### config.mk
export PLATFORM = sky130hd
export DESIGN_NAME = bond_list_range_filter_parser_core
export DESIGN_NICKNAME = d
export VERILOG_FILES = /design/src/blrfp_pkg.sv /design/src/bond_list_range_filter_parser_core.sv
export SDC_FILE = /design/constraint.sdc
export NUM_CORES = 1
export LEC_CHECK = 0
export BUFFER_PORTS_ARGS = -buffer_cell sky130_fd_sc_hd__buf_2
export CAP_MARGIN = 20
export CORE_MARGIN = 1.5
export CORE_UTILIZATION = 40
export CTS_BUF_LIST = sky130_fd_sc_hd__clkbuf_4 sky130_fd_sc_hd__clkbuf_8
export CTS_CLUSTER_DIAMETER = 50
export DETAILED_ROUTE_END_ITERATION = 6
export SLEW_MARGIN = 15
export SYNTH_ARGS = -nofsm -noshare
export SYNTH_HDL_FRONTEND = slang
export SYNTH_SLANG_ARGS = --single-unit
export TNS_END_PERCENT = 50
### constraint.sdc
create_clock -name clk -period 6.35 [get_ports clk]
set_clock_uncertainty 0.2 [all_clocks]
set_input_delay 1.27 -clock clk [delete_from_list [all_inputs] [get_ports clk]]
set_output_delay 1.27 -clock clk [all_outputs]
set_load 0.02 [all_outputs]
### src/blrfp_pkg.sv
// ----------------------------------------------------------------------------
// blrfp_pkg
// Shared types and constants for the bond list range filter parser.
// ----------------------------------------------------------------------------
package blrfp_pkg;

    // Character codes that steer the parser.
    localparam logic [7:0] CHAR_TAB  = 8'd9;
    localparam logic [7:0] CHAR_NL   = 8'd10;
    localparam logic [7:0] CHAR_ZERO = 8'd48;
    localparam logic [7:0] CHAR_NINE = 8'd57;

    // Token accumulator width and its saturation value.
    localparam int unsigned TOKEN_W = 20;
    localparam logic [TOKEN_W-1:0] TOKEN_MAX = {TOKEN_W{1'b1}};

    // Result value width.
    localparam int unsigned VALUE_W = 24;

    // Configuration register indexes.
    localparam int unsigned CFG_ADDR_W = 2;
    localparam logic [CFG_ADDR_W-1:0] REG_CENTRE_LOW  = 2'd0;
    localparam logic [CFG_ADDR_W-1:0] REG_CENTRE_HIGH = 2'd1;
    localparam logic [CFG_ADDR_W-1:0] REG_OUTER_LOW   = 2'd2;
    localparam logic [CFG_ADDR_W-1:0] REG_OUTER_HIGH  = 2'd3;

    typedef enum logic [1:0] {
        KIND_BOND_ATOM  = 2'd0,
        KIND_LINE_END   = 2'd1,
        KIND_MAX_ATOMS  = 2'd2
    } entry_kind_t;

    typedef struct packed {
        entry_kind_t        kind;
        logic [VALUE_W-1:0] value;
        logic               last;
    } entry_t;

endpackage

### src/bond_list_range_filter_parser_core.sv
// ----------------------------------------------------------------------------
// bond_list_range_filter_parser_core
// Parses a tab and newline separated text of atom numbers, one byte per
// transaction, and emits the in-range bond atoms, line end offsets and the
// largest atom count per line.
// ----------------------------------------------------------------------------
// Usage:
//   The slave channel (s_tvalid, s_tready, s_tdata, s_tlast) carries one text
//   byte per transaction; s_tlast marks the last byte of the text. The master
//   channel (m_tvalid, m_tready, m_tdata, m_tuser, m_tlast) carries results:
//   the entry kind in m_tuser, its value in m_tdata, and m_tlast high on the
//   maximum count that follows the last byte.
//   The four range bounds are written through cfg_wr_en, cfg_addr and cfg_wdata;
//   the user must do so only while the block is idle; the block does not check it.
//   Each byte is parsed in the cycle it is accepted; its results are registered
//   into a four-entry result queue that drives the master side.
//   A byte gives at most two results, and the queue drains one result per
//   cycle while m_tready is high, so the block takes one byte per cycle while
//   results flow and m_tready stays high; a byte that gives two results needs
//   two transfers on the master side.
//   s_tready is high while the queue holds two results or fewer, so it does
//   not depend on m_tready. When the receiver stalls the queue fills and
//   input is held off; nothing is dropped.
//   Reset clears the parser state, the range bounds and the queue.
// ----------------------------------------------------------------------------
module bond_list_range_filter_parser_core
    import blrfp_pkg::*;
#(
    parameter int unsigned ATOM_ID_WIDTH = 16,
    parameter int unsigned OFFSET_WIDTH  = 24
)
(
    input  logic                     clk,
    input  logic                     rst_n,

    input  logic                     cfg_wr_en,
    input  logic [CFG_ADDR_W-1:0]    cfg_addr,
    input  logic [ATOM_ID_WIDTH-1:0] cfg_wdata,

    input  logic                     s_tvalid,
    output logic                     s_tready,
    input  logic [7:0]               s_tdata,   // [7:0] char_code
    input  logic                     s_tlast,   // final_char

    output logic                     m_tvalid,
    input  logic                     m_tready,
    output logic [VALUE_W-1:0]       m_tdata,   // [23:0] entry_value
    output logic [1:0]               m_tuser,   // [1:0] entry_kind
    output logic                     m_tlast    // last_entry
);

    localparam int unsigned CMP_W  = (ATOM_ID_WIDTH > TOKEN_W) ? ATOM_ID_WIDTH : TOKEN_W;
    localparam int unsigned SUM_W  =
        ((OFFSET_WIDTH > ATOM_ID_WIDTH) ? OFFSET_WIDTH : ATOM_ID_WIDTH) + 1;
    localparam int unsigned QDEPTH = 4;
    localparam int unsigned QPTR_W = 2;
    localparam int unsigned QCNT_W = 3;

    localparam logic [ATOM_ID_WIDTH-1:0] ATOM_MAX   = {ATOM_ID_WIDTH{1'b1}};
    localparam logic [OFFSET_WIDTH-1:0]  OFFSET_MAX = {OFFSET_WIDTH{1'b1}};

    // Range bounds.
    logic [ATOM_ID_WIDTH-1:0] centre_low_reg, centre_high_reg;
    logic [ATOM_ID_WIDTH-1:0] outer_low_reg, outer_high_reg;

    // Parser state.
    logic [TOKEN_W-1:0]       token_reg, token_next;
    logic                     line_start_reg, line_start_next;
    logic                     line_counted_reg, line_counted_next;
    logic [ATOM_ID_WIDTH-1:0] line_atoms_reg, line_atoms_next;
    logic [ATOM_ID_WIDTH-1:0] max_atoms_reg, max_atoms_next;
    logic [OFFSET_WIDTH-1:0]  offset_reg, offset_next;

    // Result queue.
    entry_t              queue_reg [QDEPTH];
    logic [QPTR_W-1:0]   wr_ptr_reg, wr_ptr_next;
    logic [QPTR_W-1:0]   rd_ptr_reg, rd_ptr_next;
    logic [QCNT_W-1:0]   count_reg, count_next;

    logic                in_fire, out_fire;
    logic                is_digit;
    logic [3:0]          digit;
    logic [VALUE_W-1:0]  token_prod;
    logic [CMP_W-1:0]    token_cmp;
    logic                in_range;
    logic [SUM_W-1:0]    offset_sum;
    logic [VALUE_W+OFFSET_WIDTH-1:0]  offset_ext;
    logic [VALUE_W+ATOM_ID_WIDTH-1:0] max_ext;
    logic                line_valid;
    entry_t              line_entry, final_entry;
    entry_t              push0, push1;
    logic [1:0]          push_cnt;

    assign in_fire  = s_tvalid && s_tready;
    assign out_fire = m_tvalid && m_tready;
    assign s_tready = (count_reg < QCNT_W'(3));

    assign is_digit   = (s_tdata >= CHAR_ZERO) && (s_tdata <= CHAR_NINE);
    assign digit      = 4'(s_tdata - CHAR_ZERO);
    assign token_prod = VALUE_W'(token_reg) * VALUE_W'(10) + VALUE_W'(digit);
    assign token_cmp  = CMP_W'(token_reg);
    assign in_range   =
        ((token_cmp >= CMP_W'(centre_low_reg)) && (token_cmp <= CMP_W'(centre_high_reg))) ||
        ((token_cmp >= CMP_W'(outer_low_reg))  && (token_cmp <= CMP_W'(outer_high_reg)));
    assign offset_sum = SUM_W'(offset_reg) + SUM_W'(line_atoms_reg);

    // Parser next state and the result of the current byte.
    always_comb
    begin
        token_next        = token_reg;
        line_start_next   = line_start_reg;
        line_counted_next = line_counted_reg;
        line_atoms_next   = line_atoms_reg;
        max_atoms_next    = max_atoms_reg;
        offset_next       = offset_reg;
        line_valid        = 1'b0;
        line_entry.kind   = KIND_BOND_ATOM;
        line_entry.value  = VALUE_W'(token_reg);
        line_entry.last   = 1'b0;

        if (is_digit)
        begin
            token_next = (token_prod > VALUE_W'(TOKEN_MAX)) ? TOKEN_MAX
                                                            : token_prod[TOKEN_W-1:0];
        end
        else if (s_tdata == CHAR_TAB)
        begin
            if (line_start_reg || line_counted_reg)
            begin
                if (in_range)
                begin
                    if (line_start_reg)
                    begin
                        line_start_next   = 1'b0;
                        line_counted_next = 1'b1;
                    end
                    else
                    begin
                        line_valid = 1'b1;
                        if (line_atoms_reg != ATOM_MAX)
                        begin
                            line_atoms_next = line_atoms_reg + 1'b1;
                        end
                    end
                end
                else
                begin
                    line_start_next = 1'b0;
                end
            end
            token_next = '0;
        end
        else if (s_tdata == CHAR_NL)
        begin
            if (line_atoms_reg > max_atoms_reg)
            begin
                max_atoms_next = line_atoms_reg;
            end
            if (line_counted_reg)
            begin
                offset_next = (offset_sum > SUM_W'(OFFSET_MAX)) ? OFFSET_MAX
                                                                : offset_sum[OFFSET_WIDTH-1:0];
                line_valid      = 1'b1;
                line_entry.kind = KIND_LINE_END;
            end
            line_atoms_next   = '0;
            line_counted_next = 1'b0;
            line_start_next   = 1'b1;
            token_next        = '0;
        end

        // Zero-extend or truncate to the result width.
        offset_ext = {{VALUE_W{1'b0}}, offset_next};
        max_ext    = {{VALUE_W{1'b0}}, max_atoms_next};
        if (line_entry.kind == KIND_LINE_END)
        begin
            line_entry.value = offset_ext[VALUE_W-1:0];
        end

        final_entry.kind  = KIND_MAX_ATOMS;
        final_entry.value = max_ext[VALUE_W-1:0];
        final_entry.last  = 1'b1;

        push0 = line_valid ? line_entry : final_entry;
        push1 = final_entry;
        push_cnt = 2'(line_valid) + 2'(s_tlast);
    end

    // Queue pointers.
    always_comb
    begin
        wr_ptr_next = wr_ptr_reg;
        rd_ptr_next = rd_ptr_reg;
        count_next  = count_reg;
        if (in_fire)
        begin
            wr_ptr_next = wr_ptr_reg + QPTR_W'(push_cnt);
            count_next  = count_next + QCNT_W'(push_cnt);
        end
        if (out_fire)
        begin
            rd_ptr_next = rd_ptr_reg + 1'b1;
            count_next  = count_next - 1'b1;
        end
    end

    always_ff @(posedge clk or negedge rst_n)
    begin
        if (!rst_n)
        begin
            centre_low_reg   <= '0;
            centre_high_reg  <= '0;
            outer_low_reg    <= '0;
            outer_high_reg   <= '0;
            token_reg        <= '0;
            line_start_reg   <= 1'b1;
            line_counted_reg <= 1'b0;
            line_atoms_reg   <= '0;
            max_atoms_reg    <= '0;
            offset_reg       <= '0;
            wr_ptr_reg       <= '0;
            rd_ptr_reg       <= '0;
            count_reg        <= '0;
        end
        else
        begin
            if (cfg_wr_en)
            begin
                case (cfg_addr)
                    REG_CENTRE_LOW:  centre_low_reg  <= cfg_wdata;
                    REG_CENTRE_HIGH: centre_high_reg <= cfg_wdata;
                    REG_OUTER_LOW:   outer_low_reg   <= cfg_wdata;
                    REG_OUTER_HIGH:  outer_high_reg  <= cfg_wdata;
                    default:         ;
                endcase
            end
            if (in_fire)
            begin
                token_reg        <= token_next;
                line_start_reg   <= line_start_next;
                line_counted_reg <= line_counted_next;
                line_atoms_reg   <= line_atoms_next;
                max_atoms_reg    <= max_atoms_next;
                offset_reg       <= offset_next;
            end
            wr_ptr_reg <= wr_ptr_next;
            rd_ptr_reg <= rd_ptr_next;
            count_reg  <= count_next;
        end
    end

    // Queue storage; the second slot is only written when a byte gives two results.
    always_ff @(posedge clk)
    begin
        if (in_fire && (push_cnt != 2'd0))
        begin
            queue_reg[wr_ptr_reg] <= push0;
        end
        if (in_fire && (push_cnt == 2'd2))
        begin
            queue_reg[wr_ptr_reg + 1'b1] <= push1;
        end
    end

    assign m_tvalid = (count_reg != '0);
    assign m_tdata  = queue_reg[rd_ptr_reg].value;
    assign m_tuser  = queue_reg[rd_ptr_reg].kind;
    assign m_tlast  = queue_reg[rd_ptr_reg].last;

endmodule
### After elaboration in Yosys (flattened, before gate mapping)

Memory sizes are Yosys's and may differ from the RTL's.
Index checks and enable logic that the tools add are counted.
W data, S select, Z words.

| word-level totals | value |
|---|---|
| register bits | 149 |
| bits in latches | 0 |
| RAM bits | 108 |
| bits in read-only memories | 0 |
| input bits | 32 |
| output and inout bits | 29 |
| memories | 1 |

Memory list:

| memory | depth | bits a word | read ports | clocked after memory_dff | wr ports | RTL line | text |
|---|---|---|---|---|---|---|---|
| queue_reg | 4 | 27 | 1 | 0 | 2 | bond_list_range_filter_parser_core.sv:75 | `entry_t queue_reg [QDEPTH];` |

| cells by class | value |
|---|---|
| add/sub/neg operators | 10 |
| multiply operators | 1 |
| div/mod/pow operators | 0 |
| magnitude comparators | 10 |
| eq/ne operators | 13 |
| shifts and indexed selects | 0 |
| multiplexer cells | 46 |
| bitwise logic cells | 1 |
| reductions and logical operators | 22 |

Operators by type and width:

| kind | number |
|---|---|
| $mux W16 | 10 |
| $mux W24 | 6 |
| $mux W20 | 4 |
| $ge A20 B16 Y1 | 2 |
| $le A20 B16 Y1 | 2 |
| $mux W27 | 1 |
| $add A24 B16 Y25 | 1 |
| $gt A25 B24 Y1 const B | 1 |
| $add A24 B4 Y24 | 1 |
| $gt A24 B20 Y1 const B | 1 |
| $mul A20 B3 Y23 const B | 1 |
| $mux W1 | 23 |
| $add A16 B1 Y16 const B | 1 |
| $eq A8 B4 Y1 const B | 2 |
| $gt A16 B16 Y1 | 1 |
| $ne A16 B16 Y1 const B | 1 |
| $reduce_and A2 Y1 | 5 |
| $ge A8 B6 Y1 const B | 1 |
| $le A8 B6 Y1 const B | 1 |
| $logic_and A1 B1 Y1 | 7 |
| $reduce_and A7 Y1 | 1 |
| $eq A2 B2 Y1 const B | 3 |
| $mux W3 | 2 |
| $ne A2 B2 Y1 const B | 3 |
| other kinds (16) | 22 |

### Depth between registers and ports, before layout

Gate-level depths: netlist of run 1.

| depth | value |
|---|---|
| depth after elaboration | 12 |
| depth in mapped cells | 20 |
| gate-level depth less buffers | 19 |

### Worst setup path after synthesis of run 1

No wires, ideal clock.

| timing | value |
|---|---|
| path type | input-to-reg |
| start point | input s_tdata[7] |
| end point | memory queue_reg[0][10] (netlist name), enable pin |
| setup time | 368 ps |
| data arrival time | 4181 ps |
| required time | 5782 ps |
| slack | 1601 ps |
| stages | 12 |
| path through | nor2_1 -> nand3b_1 -> nor3_1 -> nand3b_1 -> nor3b_1 -> nand3_1 -> and2_1 -> clkbuf_1 -> ha_1 -> nor4_1 -> nor2_1 -> inv_1 |

RTL lines:

| what | RTL line | text |
|---|---|---|
| start: declaration | bond_list_range_filter_parser_core.sv:42 | `input logic [7:0] s_tdata,` |
| end: declaration | bond_list_range_filter_parser_core.sv:75 |  |

==> results.txt, run 1 <==
Fillers - 3611
achievable frequency - 193.0 MHz
CP max FO - 17
Final Max Slew Viols - 0
Seq/Total Area, Yosys - 0.4199
share of layout cells above drive strength 1 - 0.1578
diode count - 0
status - complete, no violations
WP buf/inv - 2
total grt overflow - 0
Clock Latency Late Sink - 0.58 ns
Avg Inst Size Synth - 9.965 µm²
Hold Buf Count CTS - 0
Area Growth Syn to Fin - 12.49%
post-synthesis register bit count - 253
Antenna Nets Post-Route - 0
max-cap viol count - 0
WL/cell - 19.15 µm
DR pass1 iterations - 5
Final Net Count - 1797
clk slew on worst S/H paths - 0.06 ns
postcts setup bufs - 0
worst endpoint required time - 6.34 ns
most common cell after layout, fill and taps aside - dfrtp_1
post-synth top area share - 0.2410
clk buf depth - 3
worst hold path type - reg2reg
unrepaired setup endpoints after global routing - no
DR iter-0 viols - 845
global-route wire length before repair - 66680 µm
Fin. Hold Viols - 0
slowest CP cell - inv_1
Slew HR - 0.2284
Synth Warn # - 0
Post-synth top flop - dfrtp_1
Root Driver - clkbuf_8
number of flops mapped to enable cells by yosys - 64
most frequent cells in the layout - dfrtp_1, nand2_1, ha_1
Vias/cell - 5.596
design area - 0.01729 mm²
vias in the first global route - 12020
dominant cells by area after synthesis - dfrtp_1, edfxtp_1, ha_1, dfxtp_1, mux2_2
pre-CTS setup slack - 0.9187 ns
mapped cell area - 0.01537 mm²
worst slew pin tran - 1.152 ns
gate count after technology mapping - 1542
Residual DRC - 0
crit-path leading delay family - simple AND/OR/NAND/NOR gates
post-route setup TNS - 0 ns
initial antenna violation count - 0
pin count of the biggest net entering global routing - 74
max FFs per register - 104
syn_nets - 1720
Leakage - 7.648 nW
H-tree depth - 2
CTS buffer count - 45
Final min period - 5.182 ns
CORE AREA - 0.03776 mm²
Core Util, Final - 0.4578
wirelength, routed - 41450 µm
post-placement cell area - 0.01630 mm²
CTS tree - built
CP endpoint kind - flip-flop
leading area contributor after synthesis - dfrtp_1
WS Path Type - reg2reg
placed cells - 2083
CTS Sinks - 253
die height - 199.0 µm
Global Route Usage Sum - 0.2155
pwr/cell area - 380.6 mW/mm²
final non-filler cell total - 2165
asr flop ratio synth - 0.5889
die area - 0.03960 mm²
CP arrival - 5.17 ns
RD Place Congestion - 0.9159
io pins - 61
crit-path cells - ha_1 -> nand4_1 -> or2_1 -> o31a_1 -> o32ai_1 -> nand3_1 -> and2_1 -> inv_1 -> ha_1 -> nand2_1 -> nor3_1 -> nor2_1 -> inv_1
slowest stage delay, CP - 0.67 ns
worst setup margin - 1.168 ns
R2R Setup Slk - 1.17 ns
post-DP HPWL - 30200 µm
IO buf count - 60
DIE WIDTH - 199.0 µm
Core Rows - 71
Final Setup Violations - 0
DR vias - 12120
CTS resizes - 0
Starting Density - 0.4070
crit path launch type - flip-flop
fin crit share - 0.8161
VDD IR max - 0.1764 mV
synth unique cells - 72
## Yosys cell counts, drive strengths merged, types with 28 or more instances
cell	count
dfrtp	148
nand2	147
ha	142
a21oi	119
inv	111
nor2	104
o21ai	84
edfxtp	64
mux2	57
clkbuf	51
dfxtp	40
xnor2	39
o22ai	38
a21o	33
nand3	28
nand4	28
## area by class of cell
class	instances	area (µm²)	area share
flip-flops and latches	253	6452	0.3733
inverters	111	416.7	0.02410
clock inverters	17	136.4	0.007890
well taps	511	639.4	0.03699
repair buffers	88	516.7	0.02990
multi-input cells	1120	8279	0.4790
clock buffers	65	844.6	0.04886
## per-layer routing
layer  up-vias  wire length [µm]  part of all wire  global-route usage
met5         -                 0                 0                   0
met4         0              1016             0.025             0.06089
met3        74              2540             0.061             0.03238
met2       400             19120              0.46              0.3557
met1      5817             18770              0.45              0.2930
li1       5825                 -                 -                   -
## power breakdown
| part | total [W] | internal (W) | switching (W) |
|---|---|---|---|
| Clock | 0.00165 | 0.000939 | 0.000710 |
| Combinational | 0.00282 | 0.00119 | 0.00163 |
| Sequential | 0.00211 | 0.00187 | 0.000235 |
## worst paths after layout
check                      depth (start not counted)              from                 end
setup / recovery                                  13     token_cmp[14]     queue_reg[1][7]
hold / removal                                     2  queue_reg[3][25]    queue_reg[3][25]
setup reg to reg                                  13     token_cmp[14]     queue_reg[1][7]
hold reg to reg                                    2  queue_reg[3][25]    queue_reg[3][25]
max in group asynchronous                          2             rst_n   line_atoms_reg[5]
min in group asynchronous                          1             rst_n  centre_low_reg[15]
## per-stage QoR
stage               power [W]  hold WS, ns
finish               0.006578       0.2416
global route         0.007071       0.2623
global placement     0.004888       0.2322
CTS                  0.006624       0.2445
detailed placement   0.004947       0.2354
floorplan            0.004185       0.2185
## worst reg2reg max path: stages (launching register included)
cell,delay [ns]
dfrtp_1,0.61
ha_1,0.43
nand4_1,0.11
or2_1,0.30
o31a_1,0.31
o32ai_1,0.53
nand3_1,0.23
and2_1,0.35
inv_1,0.22
ha_1,0.20
nand2_1,0.14
nor3_1,0.25
nor2_1,0.25
inv_1,0.67
## kinds of logic after synthesis
| kind of cell | Yosys count | synth area share |
|---|---|---|
| and+or+nand+nor | 414 | 0.1267 |
| AOI/OAI and AO/OA | 393 | 0.1609 |
| DFF | 253 | 0.4199 |
| buffers and inverters | 169 | 0.04177 |
| adders and majority gates | 146 | 0.1208 |
| muxes | 109 | 0.09682 |
| xor gates and xnor gates | 58 | 0.03306 |
(Power assumes the default switching activity.)
==> inputs of run 2 (changes only) <==
clock period = 5.2 ns   (was 6.35 ns; I/O delays follow)
==> results.txt, run 2 (synthesis gave the netlist of run 1 again) <==
CP most frequent cell - a21oi_1
WL/cell - 18.93 µm (was 19.15 µm)
RD Place Congestion - 0.9006 (was 0.9159)
CP max FO - 16 (was 17)
H-tree depth - 2 (unchanged)
CTS buffer count - 48 (was 45)
WS Path Type - reg2reg (unchanged)
clk slew on worst S/H paths - 0.06 ns (about the same)
DIE WIDTH - 199.0 µm (unchanged)
slowest stage delay, CP - 0.64 ns (was 0.67 ns)
CTS tree - built (unchanged)
post-DP HPWL - 30390 µm (was 30200 µm)
crit path launch type - flip-flop (unchanged)
die area - 0.03960 mm² (unchanged)
achievable frequency - 205.1 MHz (was 193.0 MHz)
post-route setup TNS - 0 ns (unchanged)
pin count of the biggest net entering global routing - 83 (was 74)
wirelength, routed - 41300 µm (was 41450 µm)
crit-path cells - ha_1 -> fa_1 -> a211oi_1 -> o21ai_0 -> o2111ai_1 -> nand2_1 -> xnor2_1 -> or4_1 -> nor4b_2 -> mux2_1 -> a21oi_1 -> buf_4 -> a21oi_1 (was ha_1 -> nand4_1 -> or2_1 -> o31a_1 -> o32ai_1 -> nand3_1 -> and2_1 -> inv_1 -> ha_1 -> nand2_1 -> nor3_1 -> nor2_1 -> inv_1)
Residual DRC - 0 (unchanged)
design area - 0.01752 mm² (was 0.01729 mm²)
post-placement cell area - 0.01638 mm² (was 0.01630 mm²)
die height - 199.0 µm (unchanged)
diode count - 0 (unchanged)
R2R Setup Slk - 0.33 ns (was 1.17 ns)
max FFs per register - 104 (unchanged)
global-route wire length before repair - 65230 µm (was 66680 µm)
vias in the first global route - 12130 (was 12020)
pwr/cell area - 476.0 mW/mm² (was 380.6 mW/mm²)
Area Growth Syn to Fin - 14.01% (was 12.49%)
Root Driver - clkbuf_8 (unchanged)
Final Max Slew Viols - 0 (unchanged)
status - complete, no violations (unchanged)
DR iter-0 viols - 948 (was 845)
CP endpoint kind - flip-flop (unchanged)
WP buf/inv - 1 (was 2)
CTS Sinks - 253 (unchanged)
CORE AREA - 0.03776 mm² (unchanged)
Final min period - 4.874 ns (was 5.182 ns)
Antenna Nets Post-Route - 0 (unchanged)
initial antenna violation count - 0 (unchanged)
worst hold path type - reg2reg (unchanged)
postcts setup bufs - 0 (unchanged)
DR vias - 12380 (was 12120)
clk buf depth - 3 (unchanged)
Vias/cell - 5.672 (was 5.596)
crit-path leading delay family - compound AO/OA/AOI/OAI gates (was simple AND/OR/NAND/NOR gates)
io pins - 61 (unchanged)
Core Rows - 71 (unchanged)
Global Route Usage Sum - 0.2127 (was 0.2155)
slowest CP cell - dfrtp_1 (was inv_1)
Fin. Hold Viols - 0 (unchanged)
Starting Density - 0.4070 (unchanged)
Final Net Count - 1810 (was 1797)
most frequent cells in the layout - nand2_1, dfrtp_1, ha_1 (was dfrtp_1, nand2_1, ha_1)
unrepaired setup endpoints after global routing - no (unchanged)
share of layout cells above drive strength 1 - 0.1682 (was 0.1578)
CP arrival - 5.15 ns (was 5.17 ns)
Power Total - 0.008338 W (was 0.006578 W)
fin crit share - 0.9374 (was 0.8161)
Slew HR - 0.2690 (was 0.2284)
IO buf count - 60 (unchanged)
worst endpoint required time - 5.48 ns (was 6.34 ns)
Clock Latency Late Sink - 0.64 ns (was 0.58 ns)
max-cap viol count - 0 (unchanged)
VDD IR max - 0.2453 mV (was 0.1764 mV)
Leakage - 7.777 nW (was 7.648 nW)
worst slew pin tran - 1.091 ns (was 1.152 ns)
Final Setup Violations - 0 (unchanged)
total grt overflow - 0 (unchanged)
DR pass1 iterations - 5 (unchanged)
run 2: cell types whose count changed in the layout (fill, tap and decap cells not counted), moves of 2 or more:
cell,previous run,this run
inv_8,0,2
clkinv_1,4,2
bufinv_16,2,6
clkbuf_4,8,13
buf_4,28,38
run 2: worst paths after layout:
| kind | from | endpoint | cells past startpoint |
|---|---|---|---|
| hold reg to reg | queue_reg[0][25] | queue_reg[0][25] | 2 |
| max in group asynchronous | rst_n | line_start_reg | 2 |
| setup reg to reg | token_cmp[2] | token_cmp[14] | 13 |
| setup / recovery | token_cmp[2] | token_cmp[14] | 13 |
| min in group asynchronous | rst_n | outer_low_reg[15] | 1 |
| hold / removal | queue_reg[0][25] | queue_reg[0][25] | 2 |
run 2: metrics by stage:
stage | hold slack (ns) | setup slack [ns] | utilization | instances
3_3_place_gp | 0.2274 | 0.4553 | 0.4338 | 2093
2_1_floorplan | 0.2185 | 0.6811 | - | 1542
4_1_cts | 0.2469 | 0.3064 | 0.4640 | 2182
6_report | 0.2428 | 0.3255 | 0.4640 | 2182
5_1_grt | 0.2693 | 0.02497 | 0.4640 | 2182
3_5_place_dp | 0.2374 | 0.3373 | 0.4338 | 2093
run 2: layer usage:
metal	global-route usage	vias to the layer above	routed length, µm
met3	0.03849	84	2531
met5	0	-	0
li1	-	5864	-
met2	0.3553	390	19510
met1	0.2765	6039	18140
met4	0.07295	0	1129
run 2: layout make-up:
class | count | area [µm²]
clock buffer | 69 | 868.3
clock inverter | 20 | 269.0
fill | 3562 | 20240
inverter | 111 | 416.7
multi-input combinational | 1120 | 8279
sequential | 253 | 6454
tap | 511 | 639.4
timing repair buffer | 98 | 591.8
run 2: worst reg2reg max path, stage by stage (launching register included):
cell,delay [ns]
dfrtp_1,0.64
ha_1,0.35
fa_1,0.48
a211oi_1,0.25
o21ai_0,0.21
o2111ai_1,0.38
nand2_1,0.16
xnor2_1,0.16
or4_1,0.57
nor4b_2,0.26
mux2_1,0.36
a21oi_1,0.31
buf_4,0.29
a21oi_1,0.10
run 2: what timing repair did:
item | 4_1_cts | 5_1_grt
resized for setup | 0 | 1
hold buffers | 0 | 0
endpoints found under the hold margin | 0 | 0
setup endpoints to repair | 0 | 3
run 2: power breakdown:
group          internal, W  switching [W]  total, W
clock network      0.00139       0.000919   0.00230
logic              0.00146        0.00195   0.00341
registers          0.00228       0.000335   0.00262
total              0.00513        0.00321   0.00834
